===== src/rtl/core/tp2u_pkg.sv =====
// Shared types, constants and the Telex pair lookup for telex_pair_to_utf8.
// Used by tp2u_front, tp2u_queue and tp2u_back; no dependencies of its own.

package tp2u_pkg;

  // UTF-8 byte pairs, lower case then upper case
  localparam logic [15:0] DD_LO = 16'hC491;
  localparam logic [15:0] DD_UP = 16'hC490;
  localparam logic [15:0] OO_LO = 16'hC3B4;
  localparam logic [15:0] OO_UP = 16'hC394;
  localparam logic [15:0] AA_LO = 16'hC3A2;
  localparam logic [15:0] AA_UP = 16'hC382;
  localparam logic [15:0] EE_LO = 16'hC3AA;
  localparam logic [15:0] EE_UP = 16'hC38A;
  localparam logic [15:0] UW_LO = 16'hC6B0;
  localparam logic [15:0] UW_UP = 16'hC6AF;
  localparam logic [15:0] AW_LO = 16'hC483;
  localparam logic [15:0] AW_UP = 16'hC482;
  localparam logic [15:0] OW_LO = 16'hC6A1;
  localparam logic [15:0] OW_UP = 16'hC6A0;

  localparam logic [7:0] CH_UP_A = 8'h41;
  localparam logic [7:0] CH_UP_Z = 8'h5A;
  localparam logic [7:0] CASE_OFFSET = 8'h20;

  // One queued request: one or two output bytes
  typedef struct packed {
    logic       two;
    logic [7:0] byte0;
    logic       last0;
    logic [7:0] byte1;
    logic       last1;
  } cmd_t;

  typedef struct packed {
    logic        hit;
    logic [15:0] utf8;
  } pair_map_t;

  typedef enum logic {
    PH_FIRST,
    PH_SECOND
  } back_phase_e;

  function automatic logic is_upper(input logic [7:0] c);
    is_upper = (c >= CH_UP_A) && (c <= CH_UP_Z);
  endfunction

  function automatic logic [7:0] fold_lower(input logic [7:0] c);
    fold_lower = is_upper(c) ? 8'(c + CASE_OFFSET) : c;
  endfunction

  // Match a held byte against the next byte, case-insensitive
  function automatic pair_map_t pair_map(input logic [7:0] a, input logic [7:0] b);
    pair_map_t   res;
    logic        up;
    logic [15:0] key;
    up  = is_upper(a);
    key = {fold_lower(a), fold_lower(b)};
    res.hit = 1'b1;
    unique case (key)
      16'h6464: res.utf8 = up ? DD_UP : DD_LO;   // dd
      16'h6F6F: res.utf8 = up ? OO_UP : OO_LO;   // oo
      16'h6161: res.utf8 = up ? AA_UP : AA_LO;   // aa
      16'h6565: res.utf8 = up ? EE_UP : EE_LO;   // ee
      16'h7777: res.utf8 = up ? UW_UP : UW_LO;   // ww
      16'h6177: res.utf8 = up ? AW_UP : AW_LO;   // aw
      16'h6F77: res.utf8 = up ? OW_UP : OW_LO;   // ow
      16'h7577: res.utf8 = up ? UW_UP : UW_LO;   // uw
      default: begin
        res.hit  = 1'b0;
        res.utf8 = '0;
      end
    endcase
    pair_map = res;
  endfunction

endpackage


===== src/rtl/core/tp2u_front.sv =====
// Front end: accepts input bytes, keeps the pending byte and classifies pairs.
// Depends on tp2u_pkg; pushes requests into tp2u_queue.

module tp2u_front (
  input  logic          clk_i,
  input  logic          rst_ni,
  input  logic          in_valid_i,
  input  logic [7:0]    in_byte_i,
  input  logic          in_last_i,
  input  logic          q_full_i,
  output logic          in_ready_o,
  output logic          push_o,
  output tp2u_pkg::cmd_t cmd_o
);

  logic                 held_valid_q, held_valid_d;
  logic [7:0]           held_byte_q, held_byte_d;
  logic                 accept;
  logic                 has_out;
  tp2u_pkg::pair_map_t  map;

  assign in_ready_o = !q_full_i;
  assign accept     = in_valid_i && in_ready_o;
  assign map        = tp2u_pkg::pair_map(held_byte_q, in_byte_i);
  assign push_o     = accept && has_out;

  always_comb begin
    held_valid_d = held_valid_q;
    held_byte_d  = held_byte_q;
    has_out      = 1'b0;
    cmd_o        = '0;
    if (!held_valid_q) begin
      if (in_last_i) begin
        has_out     = 1'b1;
        cmd_o.byte0 = in_byte_i;
        cmd_o.last0 = 1'b1;
      end else begin
        held_valid_d = 1'b1;
        held_byte_d  = in_byte_i;
      end
    end else if (map.hit) begin
      has_out      = 1'b1;
      cmd_o.two    = 1'b1;
      cmd_o.byte0  = map.utf8[15:8];
      cmd_o.byte1  = map.utf8[7:0];
      cmd_o.last1  = in_last_i;
      held_valid_d = 1'b0;
      held_byte_d  = '0;
    end else begin
      // pass the held byte on; flush the new one too at end of string
      has_out     = 1'b1;
      cmd_o.byte0 = held_byte_q;
      if (in_last_i) begin
        cmd_o.two    = 1'b1;
        cmd_o.byte1  = in_byte_i;
        cmd_o.last1  = 1'b1;
        held_valid_d = 1'b0;
        held_byte_d  = '0;
      end else begin
        held_byte_d = in_byte_i;
      end
    end
  end

  always_ff @(posedge clk_i or negedge rst_ni) begin
    if (!rst_ni) begin
      held_valid_q <= 1'b0;
      held_byte_q  <= '0;
    end else if (accept) begin
      held_valid_q <= held_valid_d;
      held_byte_q  <= held_byte_d;
    end
  end

endmodule


===== src/rtl/core/tp2u_queue.sv =====
// Short request queue between front and back end.
// Depends on tp2u_pkg for the request type.

module tp2u_queue #(
  parameter int unsigned Depth = 2
) (
  input  logic           clk_i,
  input  logic           rst_ni,
  input  logic           push_i,
  input  tp2u_pkg::cmd_t push_cmd_i,
  input  logic           pop_i,
  output tp2u_pkg::cmd_t head_o,
  output logic           full_o,
  output logic           empty_o
);

  localparam int unsigned PtrW = (Depth > 1) ? $clog2(Depth) : 1;
  localparam int unsigned CntW = $clog2(Depth + 1);

  tp2u_pkg::cmd_t  mem_q [Depth];
  logic [PtrW-1:0] wr_ptr_q, rd_ptr_q;
  logic [CntW-1:0] count_q;

  assign full_o  = (count_q == CntW'(Depth));
  assign empty_o = (count_q == '0);
  assign head_o  = mem_q[rd_ptr_q];

  always_ff @(posedge clk_i) begin
    if (push_i) begin
      mem_q[wr_ptr_q] <= push_cmd_i;
    end
  end

  always_ff @(posedge clk_i or negedge rst_ni) begin
    if (!rst_ni) begin
      wr_ptr_q <= '0;
      rd_ptr_q <= '0;
      count_q  <= '0;
    end else begin
      if (push_i) begin
        wr_ptr_q <= (wr_ptr_q == PtrW'(Depth - 1)) ? '0 : wr_ptr_q + 1'b1;
      end
      if (pop_i) begin
        rd_ptr_q <= (rd_ptr_q == PtrW'(Depth - 1)) ? '0 : rd_ptr_q + 1'b1;
      end
      if (push_i && !pop_i) begin
        count_q <= count_q + 1'b1;
      end else if (pop_i && !push_i) begin
        count_q <= count_q - 1'b1;
      end
    end
  end

`ifndef NO_ASSERTIONS
  a_no_overflow: assert property (@(posedge clk_i) disable iff (!rst_ni)
    full_o |-> !push_i) else $error("push into full queue");
  a_no_underflow: assert property (@(posedge clk_i) disable iff (!rst_ni)
    empty_o |-> !pop_i) else $error("pop from empty queue");
`endif

endmodule


===== src/rtl/core/tp2u_back.sv =====
// Back end: pops requests and sends one or two bytes through the output register.
// Depends on tp2u_pkg for the request type and the phase enum.

module tp2u_back (
  input  logic           clk_i,
  input  logic           rst_ni,
  input  tp2u_pkg::cmd_t head_i,
  input  logic           empty_i,
  output logic           pop_o,
  output logic           out_valid_o,
  output logic [7:0]     out_byte_o,
  output logic           out_last_o,
  input  logic           out_ready_i
);

  tp2u_pkg::back_phase_e phase_q, phase_d;
  logic                  out_valid_q, out_valid_d;
  logic [7:0]            out_byte_q, out_byte_d;
  logic                  out_last_q, out_last_d;
  logic                  can_load;

  assign can_load = !out_valid_q || out_ready_i;

  // next phase
  always_comb begin
    phase_d = phase_q;
    if (can_load) begin
      unique case (phase_q)
        tp2u_pkg::PH_FIRST: begin
          if (!empty_i && head_i.two) begin
            phase_d = tp2u_pkg::PH_SECOND;
          end
        end
        tp2u_pkg::PH_SECOND: phase_d = tp2u_pkg::PH_FIRST;
        default:             phase_d = tp2u_pkg::PH_FIRST;
      endcase
    end
  end

  // output register load and pop
  always_comb begin
    pop_o       = 1'b0;
    out_valid_d = out_valid_q && !out_ready_i;
    out_byte_d  = out_byte_q;
    out_last_d  = out_last_q;
    if (can_load) begin
      unique case (phase_q)
        tp2u_pkg::PH_FIRST: begin
          if (!empty_i) begin
            out_valid_d = 1'b1;
            out_byte_d  = head_i.byte0;
            out_last_d  = head_i.last0;
            pop_o       = !head_i.two;
          end
        end
        tp2u_pkg::PH_SECOND: begin
          out_valid_d = 1'b1;
          out_byte_d  = head_i.byte1;
          out_last_d  = head_i.last1;
          pop_o       = 1'b1;
        end
        default: ;
      endcase
    end
  end

  always_ff @(posedge clk_i or negedge rst_ni) begin
    if (!rst_ni) begin
      phase_q     <= tp2u_pkg::PH_FIRST;
      out_valid_q <= 1'b0;
    end else begin
      phase_q     <= phase_d;
      out_valid_q <= out_valid_d;
    end
  end

  always_ff @(posedge clk_i) begin
    out_byte_q <= out_byte_d;
    out_last_q <= out_last_d;
  end

  assign out_valid_o = out_valid_q;
  assign out_byte_o  = out_byte_q;
  assign out_last_o  = out_last_q;

`ifndef NO_ASSERTIONS
  a_second_has_head: assert property (@(posedge clk_i) disable iff (!rst_ni)
    (phase_q == tp2u_pkg::PH_SECOND) |-> !empty_i)
    else $error("second byte phase without a queued request");
  a_second_after_first: assert property (@(posedge clk_i) disable iff (!rst_ni)
    (phase_q == tp2u_pkg::PH_SECOND) |-> head_i.two)
    else $error("second byte phase on a one-byte request");
`endif

endmodule


===== src/rtl/core/telex_pair_to_utf8_core.sv =====
// Top level of the Telex pair to UTF-8 converter.
// Instantiates tp2u_front, tp2u_queue and tp2u_back; uses tp2u_pkg.
//
// Usage:
//   Slave stream s_axis carries one ASCII byte per beat (tdata) with tlast
//   on the final byte of a string. Master stream m_axis carries the output
//   bytes, plain ASCII or UTF-8 sequences, with tlast on the final byte.
//   Each input byte yields zero, one or two output bytes; a byte is held
//   until the next one shows whether the two form a Telex pair.
//   Path: an output byte reaches m_axis through the request queue, then the
//   output register, after the input byte that releases it is accepted.
//   Throughput: one input byte per cycle is accepted while the queue has
//   room; the output register sends one byte per cycle while m_axis_tready
//   is high, so a byte that produces two outputs holds the output side for
//   both of them. The queue depth (QueueDepth) sets how long the input side
//   runs on while the output side works off two-byte requests.
//   Reset: clears the pending byte, empties the queue, drops m_axis_tvalid.
//   Stall: when m_axis_tready is low the output register holds its byte,
//   the queue fills and s_axis_tready falls once it is full.

module telex_pair_to_utf8_core #(
  parameter int unsigned QueueDepth = 2
) (
  input  logic       clk_i,
  input  logic       rst_ni,
  input  logic       s_axis_tvalid,
  output logic       s_axis_tready,
  input  logic [7:0] s_axis_tdata,   // [7:0] in_byte
  input  logic       s_axis_tlast,
  output logic       m_axis_tvalid,
  input  logic       m_axis_tready,
  output logic [7:0] m_axis_tdata,   // [7:0] out_byte
  output logic       m_axis_tlast
);

  tp2u_pkg::cmd_t push_cmd;
  tp2u_pkg::cmd_t head;
  logic           push;
  logic           pop;
  logic           q_full;
  logic           q_empty;

  tp2u_front u_front (
    .clk_i      (clk_i),
    .rst_ni     (rst_ni),
    .in_valid_i (s_axis_tvalid),
    .in_byte_i  (s_axis_tdata),
    .in_last_i  (s_axis_tlast),
    .q_full_i   (q_full),
    .in_ready_o (s_axis_tready),
    .push_o     (push),
    .cmd_o      (push_cmd)
  );

  tp2u_queue #(
    .Depth (QueueDepth)
  ) u_queue (
    .clk_i      (clk_i),
    .rst_ni     (rst_ni),
    .push_i     (push),
    .push_cmd_i (push_cmd),
    .pop_i      (pop),
    .head_o     (head),
    .full_o     (q_full),
    .empty_o    (q_empty)
  );

  tp2u_back u_back (
    .clk_i       (clk_i),
    .rst_ni      (rst_ni),
    .head_i      (head),
    .empty_i     (q_empty),
    .pop_o       (pop),
    .out_valid_o (m_axis_tvalid),
    .out_byte_o  (m_axis_tdata),
    .out_last_o  (m_axis_tlast),
    .out_ready_i (m_axis_tready)
  );

`ifndef NO_ASSERTIONS
  a_ready_tracks_queue: assert property (@(posedge clk_i) disable iff (!rst_ni)
    s_axis_tready == !q_full) else $error("input ready does not follow queue room");
`endif

endmodule

===== config.mk =====
export PLATFORM = sky130hd
export DESIGN_NAME = telex_pair_to_utf8_core
export DESIGN_NICKNAME = d
export VERILOG_FILES = /design/src/rtl/core/tp2u_pkg.sv /design/src/rtl/core/tp2u_front.sv /design/src/rtl/core/tp2u_queue.sv /design/src/rtl/core/tp2u_back.sv /design/src/rtl/core/telex_pair_to_utf8_core.sv
export SDC_FILE = /design/constraint.sdc
export NUM_CORES = 1
export LEC_CHECK = 0
export ABC_AREA = 1
export BUFFER_PORTS_ARGS = -buffer_cell sky130_fd_sc_hd__buf_2
export CAP_MARGIN = 40
export CORE_MARGIN = 2
export CORE_UTILIZATION = 45
export CTS_CLUSTER_SIZE = 28
export DETAILED_ROUTE_END_ITERATION = 16
export MAX_ROUTING_LAYER = met4
export PLACE_DENSITY = 0.68
export SYNTH_ARGS = -nofsm -noshare
export SYNTH_HDL_FRONTEND = slang
export SYNTH_SLANG_ARGS = --single-unit

===== constraint.sdc =====
create_clock -name clk_i -period 2.4 [get_ports clk_i]
set_clock_uncertainty 0.05 [all_clocks]
set_input_delay 0.12 -clock clk_i [delete_from_list [all_inputs] [get_ports clk_i]]
set_output_delay 0.12 -clock clk_i [all_outputs]
set_load 0.05 [all_outputs]

==> results of run 1 <==
-- path summary, 6_finish.rpt --
path,from,to,depth (start not counted)
worst max-delay path,u_front.held_byte_q[5],u_queue.mem_q[0][15],10
worst min-delay path,s_axis_tvalid,u_front.held_valid_q,3
worst max register to register,u_front.held_byte_q[5],u_queue.mem_q[0][15],10
worst min register to register,u_queue.wr_ptr_q,u_queue.wr_ptr_q,1
max in group asynchronous,rst_ni,u_front.held_byte_q[1],2
min in group asynchronous,rst_ni,u_front.held_byte_q[4],2
-- cell usage in the layout (no fill, tap or decap), drive strengths merged --
master       synthesis  final
a21oi               10     10
buf                  2     30
o211ai               3      3
o22ai               13     13
ha                   3      3
dfrtp               15     15
nand3               19     19
o31ai                2      2
edfxtp              47     47
clkinv               1      4
nand2               86     86
xor2                 2      2
nand3b               3      3
clkbuf               8     10
dlygate4sd3          0      1
xnor2                2      2
nor4                 1      1
o21ai               28     28
nor3                 3      3
o21bai               2      2
inv                 41     41
bufinv               0      2
clkinvlp             0      1
nor2                65     65
nand4                9      9
-- layout make-up --
cell class | instances | area share [%]
Clock buffer | 10 | 3.36
Clock inverter | 6 | 2.27
Inverter | 42 | 4.22
Multi-Input combinational cell | 251 | 35.2
Sequential cell | 62 | 47.0
Tap cell | 99 | 3.26
Timing Repair Buffer | 31 | 4.68
-- registers in the layout, summed over array words and instances (netlist names) --
register,cells
u_back.out_last_o,1
u_queue.rd_ptr_q,1
u_back.out_valid_o,1
u_queue.mem_q,38
u_back.phase_q,1
u_front.held_byte_q,8
u_front.held_valid_q,1
u_queue.count_q,2
u_queue.wr_ptr_q,1
u_back.out_byte_o,8
-- worst max-delay path: stages (launching register included) --
cell and delay, ns:
dfrtp_1 0.44, ha_1 0.31, nand2_1 0.08, nand4_2 0.13
nand2_2 0.11, inv_1 0.09, nand3_2 0.11, nand2_4 0.09
nor2_8 0.20, nand2_8 0.10, o22ai_1 0.29
-- stage by stage --
step,std cells,hold WS [ns],TNS (ns),instance area [sq um]
finish,501,0.0242,0,3800
floorplan,365,-0.226,-6.41,3330
global route,501,0.0500,0,3800
detailed placement,484,0.00642,0,3570
global placement,484,-0.00610,0,3570
CTS,501,0.0180,0,3800
-- metal layers --
metal	up-vias	GRT usage (%)
met3	10	4.44
met1	1162	24.1
met4	0	6.03
li1	1294	-
met2	63	29.3
met5	-	-
-- power breakdown --
part	switching (uW)	internal [uW]	leakage [uW]	total [uW]
clock network	409	583	0.000106	992
logic	1210	495	0.000944	1700
registers	212	1660	0.000628	1870
total	1830	2730	0.00168	4560
-- cell families after synthesis --
logic type	after synthesis	share of synthesized area, %
and+or+nand+nor	186	27.8
buffers and inverters	52	6.20
xor gates and xnor gates	4	1.05
adders and majority gates	3	1.13
AOI/OAI and AO/OA	58	10.1
DFF	62	53.7
-- timing repair --
item                      4_1_cts  5_1_grt
setup buffers                   0        0
hold buffers                    1        0
resized for setup               0        0
hold endpoints to repair       15        0
==> results_dict.tcl, run 1 <==
set metrics [dict create \
    synth_seq_area_share_pct 53.7 \
    cts-root-buf "clkbuf_8" \
    synth_common_cells "nand2_1, nor2_1, edfxtp_1, inv_1, o21ai_0" \
    synth_area_leaders "edfxtp_1, dfrtp_1, nand2_1" \
    die_width_um 90.0 \
    avgSynthCellArea_sq_um 9.12 \
    clock_latency_ns 0.33 \
    synth_top_cell_by_area "edfxtp_1" \
    post_drt_wl_per_cell_um 13.5 \
    drt_iter0_markers 111 \
    via_per_inst 5.05 \
    relSlewSlack_pct 61.2 \
    crit_path_max_fanout 9 \
    drc 0 \
    highest_layer "met4" \
    power_leakage_uw 0.00168 \
    hold_viol_final 0 \
    power_uw 4560 \
    fmax_mhz 449 \
    clkSinkCount 62 \
    status "finished, final reports clean" \
    dpl.hpwl_um 4960 \
    final_util_pct 52.7 \
    antenna_found_initial 0 \
    syn_nets 381 \
    grt_max_degree 20 \
    ir_drop_v 0.000463 \
    p_per_area_nw_per_um2 1200 \
    worstSetupEndpointType "register" \
    place.gp.congestion 0.937 \
    syn-cell-area_sq_um 3330 \
    async_flop_share_pct 24.2 \
    start_util_pct 46.1 \
    cp-start-kind "register" \
    diodes 0 \
    synthDistinctLibCells 38 \
    drtPass1Iterations 4 \
    io_buffers 23 \
    grt_overflow 0 \
    dieArea_sq_um 8100 \
    gr-usage-all-layers_pct 18.7 \
    grt_first_pass_wirelength_um 11600 \
    die_h_um 90.0 \
    arrival_ns 2.29 \
    worstPathRequired_ns 2.46 \
    synth_seq_cells 62 \
    fin_crit_ns 2.23 \
    tightestPinTransition_ns 0.582 \
    synth-edff-count 47 \
    rsz0062_at_grt "no" \
    post-synth-top-count-cell "nand2_1" \
    cts_tree "built" \
    rows 31 \
    synth_top_area_share_pct 42.4 \
    wl_met1_um 3010 \
    clkTransAtPathRegs_ns 0.07 \
    netlist_instances 365 \
    fin_ws_ns 0.172 \
    grt_pass1_vias 2419 \
    wirelength_um 6760 \
    cts_made_buffers 9 \
    fillers 676 \
    synthFlopType "edfxtp_1" \
    antenna_left 0 \
    multi_input_area_sq_um 1340 \
    synthToLayoutAreaGrowth_pct 14.1 \
    worstSetupPathType "register to register" \
    wl_met3_um 341 \
    max_cap_violations 0 \
    clock_path_buffers 2 \
    drive_above_1_share_pct 19.2 \
    num_vias 2529 \
    htree_num_levels 3 \
    regArea_sq_um 1790 \
    finalSetupViolations 0 \
    min_path_type "input port to register" \
    dr_wl_met2_um 3330 \
    yosysWarnings 0 \
    finalNetCount 413 \
    core-area_sq_um 7210 \
    reg2reg_slack_ns 0.17 \
    fin_crit_sh_pct 92.8 \
    drv_slew 0 \
    dp_slack_ns 0.237 \
    pin_count 24 \
]
No activity file was read; power rests on OpenSTA's default activity.
==> inputs of run 2 (changes only) <==
Settings changed: CTS_BUF_LIST from default to sky130_fd_sc_hd__clkbuf_2.
==> run 2 against run 1 <==
Register-to-register slack is essentially flat. Clock-buffer cell count did not move. Fmax increased by 0.37%. Sequential power about the same. Via count up 2.1%.
==> results_dict.tcl, run 2 (same netlist as run 1, synthesis figures left out) <==
set metrics [dict create \
    status "finished, final reports clean" \
    drv_slew 0 \
    htree_num_levels 3 \
    place_inst 484 \
    drtPass1Iterations 4 \
    worstPathRequired_ns 2.62 \
    grt_overflow 0 \
    fin_crit_sh_pct 92.5 \
    max_cap_violations 0 \
    final_cell_mix "nand2_1, nor2_1, edfxtp_1" \
    dieArea_sq_um 8100 \
    cp-start-kind "register" \
    ir_drop_v 0.000475 \
    worstSetupEndpointType "register" \
    clock_latency_ns 0.48 \
    grt_max_degree 20 \
    drive_above_1_share_pct 19.0 \
    pin_count 24 \
    grt_first_pass_wirelength_um 11800 \
    die_h_um 90.0 \
    worstSetupPathType "register to register" \
    path_cells "ha_1 > nand2_1 > nand4_2 > nand2_2 > inv_1 > nand3_2 > nand2_4 > nor2_8 > nand2_8 > o22ai_1" \
    top_register "u_queue.mem_q" \
    num_vias 2582 \
    p_per_area_nw_per_um2 1130 \
    comb_power_share_pct 39.9 \
    hold_viol_final 0 \
    finalSetupViolations 0 \
    clkSinkCount 62 \
    rsz0062_at_grt "no" \
    start_util_pct 46.1 \
    core-area_sq_um 7210 \
    tightestPinTransition_ns 0.644 \
    finalNetCount 422 \
    p_clk_share_pct 16.9 \
    instances_no_fill 510 \
    largest_reg_flops 38 \
    clock_path_buffers 2 \
    die_width_um 90.0 \
    drt_iter0_markers 100 \
    diodes 0 \
    grt_pass1_vias 2462 \
    p_switching_uw 1800 \
    power_leakage_uw 0.00169 \
    io_buffers 23 \
    wirelength_um 6880 \
    cp_num_buf_inv 1 \
    crit_slowest_cell "dfrtp_1" \
    antenna_left 0 \
    gr-usage-all-layers_pct 18.9 \
    fin_crit_ns 2.22 \
    min_path_type "input port to register" \
    cts-root-buf "clkbuf_2" \
    place.gp.congestion 0.937 \
    cts_made_buffers 9 \
    power_uw 4300 \
    cts_tree "built" \
    switching_share_pct 41.9 \
    arrival_ns 2.44 \
    internal_power_uw 2500 \
    via_per_inst 5.06 \
    relSlewSlack_pct 57.0 \
    clkTransAtPathRegs_ns 0.19 \
    final_common_cell "nand2_1" \
    crit_path_max_fanout 9 \
    slowest_delay_ns 0.47 \
    dpl.hpwl_um 4960 \
    antenna_found_initial 0 \
    fmax_mhz 450 \
    p_seq_share_pct 43.2 \
    post_drt_wl_per_cell_um 13.5 \
    rows 31 \
    cts_setup_buffers 0 \
    crit_family "simple AND/OR/NAND/NOR gates" \
    drc 0 \
    synthToLayoutAreaGrowth_pct 14.5 \
]
run 2: cell count changes in the layout (fill, tap and decap cells not counted), sizes merged:
cell and delta:
dlygate4sd3 +9
run 2: layout make-up:
cell class	count	area [sq um]
Fill cell	677	3400
Sequential cell	62	1790
Multi-Input combinational cell	251	1340
Timing Repair Buffer	40	268
Inverter	42	160
Tap cell	99	124
Clock inverter	6	86.3
Clock buffer	10	50.0
run 2: power groups by stage:
| stage | Combinational [uW] | Clock, uW | Sequential [uW] |
|---|---|---|---|
| after floorplan | 1020 | 0 | 2130 |
| after CTS | 1730 | 747 | 1860 |
| after detailed placement | 1710 | 0 | 1890 |
| final | 1720 | 729 | 1860 |
| after global routing | 1910 | 799 | 1910 |
| after global placement | 1680 | 0 | 1870 |
run 2: metal layers:
metal / vias to the layer above / global-route usage (%) / wire length, um
li1: 1311 / - / -
met4: 0 / 6.41 / 53
met3: 6 / 4.86 / 386
met5: - / - / 0
met2: 72 / 29.6 / 3380
met1: 1193 / 24.2 / 3060
run 2: worst min-delay path: stages:
cell and delay (ns):
buf_2 0.14, inv_1 0.14, nor2_1 0.07, nand2_1 0.06
nand2_1 0.04
run 2: what timing repair did:
action                    in CTS  in global routing
resized for setup              0                  0
hold buffers                  10                  0
hold endpoints to repair      26                  0
run 2: worst paths after layout:
path / cells past startpoint / start / slack, ns / to
worst max-delay path: 10 / u_front.held_byte_q[5] / 0.18 / u_queue.mem_q[1][15]
worst min-delay path: 5 / s_axis_tdata[5] / 0.05 / u_front.held_byte_q[5]
worst max register to register: 10 / u_front.held_byte_q[5] / 0.18 / u_queue.mem_q[1][15]
worst min register to register: 1 / u_queue.wr_ptr_q / 0.47 / u_queue.wr_ptr_q
max in group asynchronous: 4 / rst_ni / 0.66 / u_queue.rd_ptr_q
min in group asynchronous: 3 / rst_ni / 0.44 / u_front.held_byte_q[1]
run 2: stage by stage:
stage	utilization, %	worst slack [ns]	hold WS [ns]	instance area [sq um]	TNS [ns]
floorplan	-	-0.169	-0.226	3330	-6.41
global placement	49.5	0.255	-0.00610	3570	0
detailed placement	49.5	0.237	0.00642	3570	0
CTS	52.8	0.175	0.0133	3810	0
global route	52.8	0.0290	0.00841	3810	0
finish	52.8	0.180	0.0496	3810	0
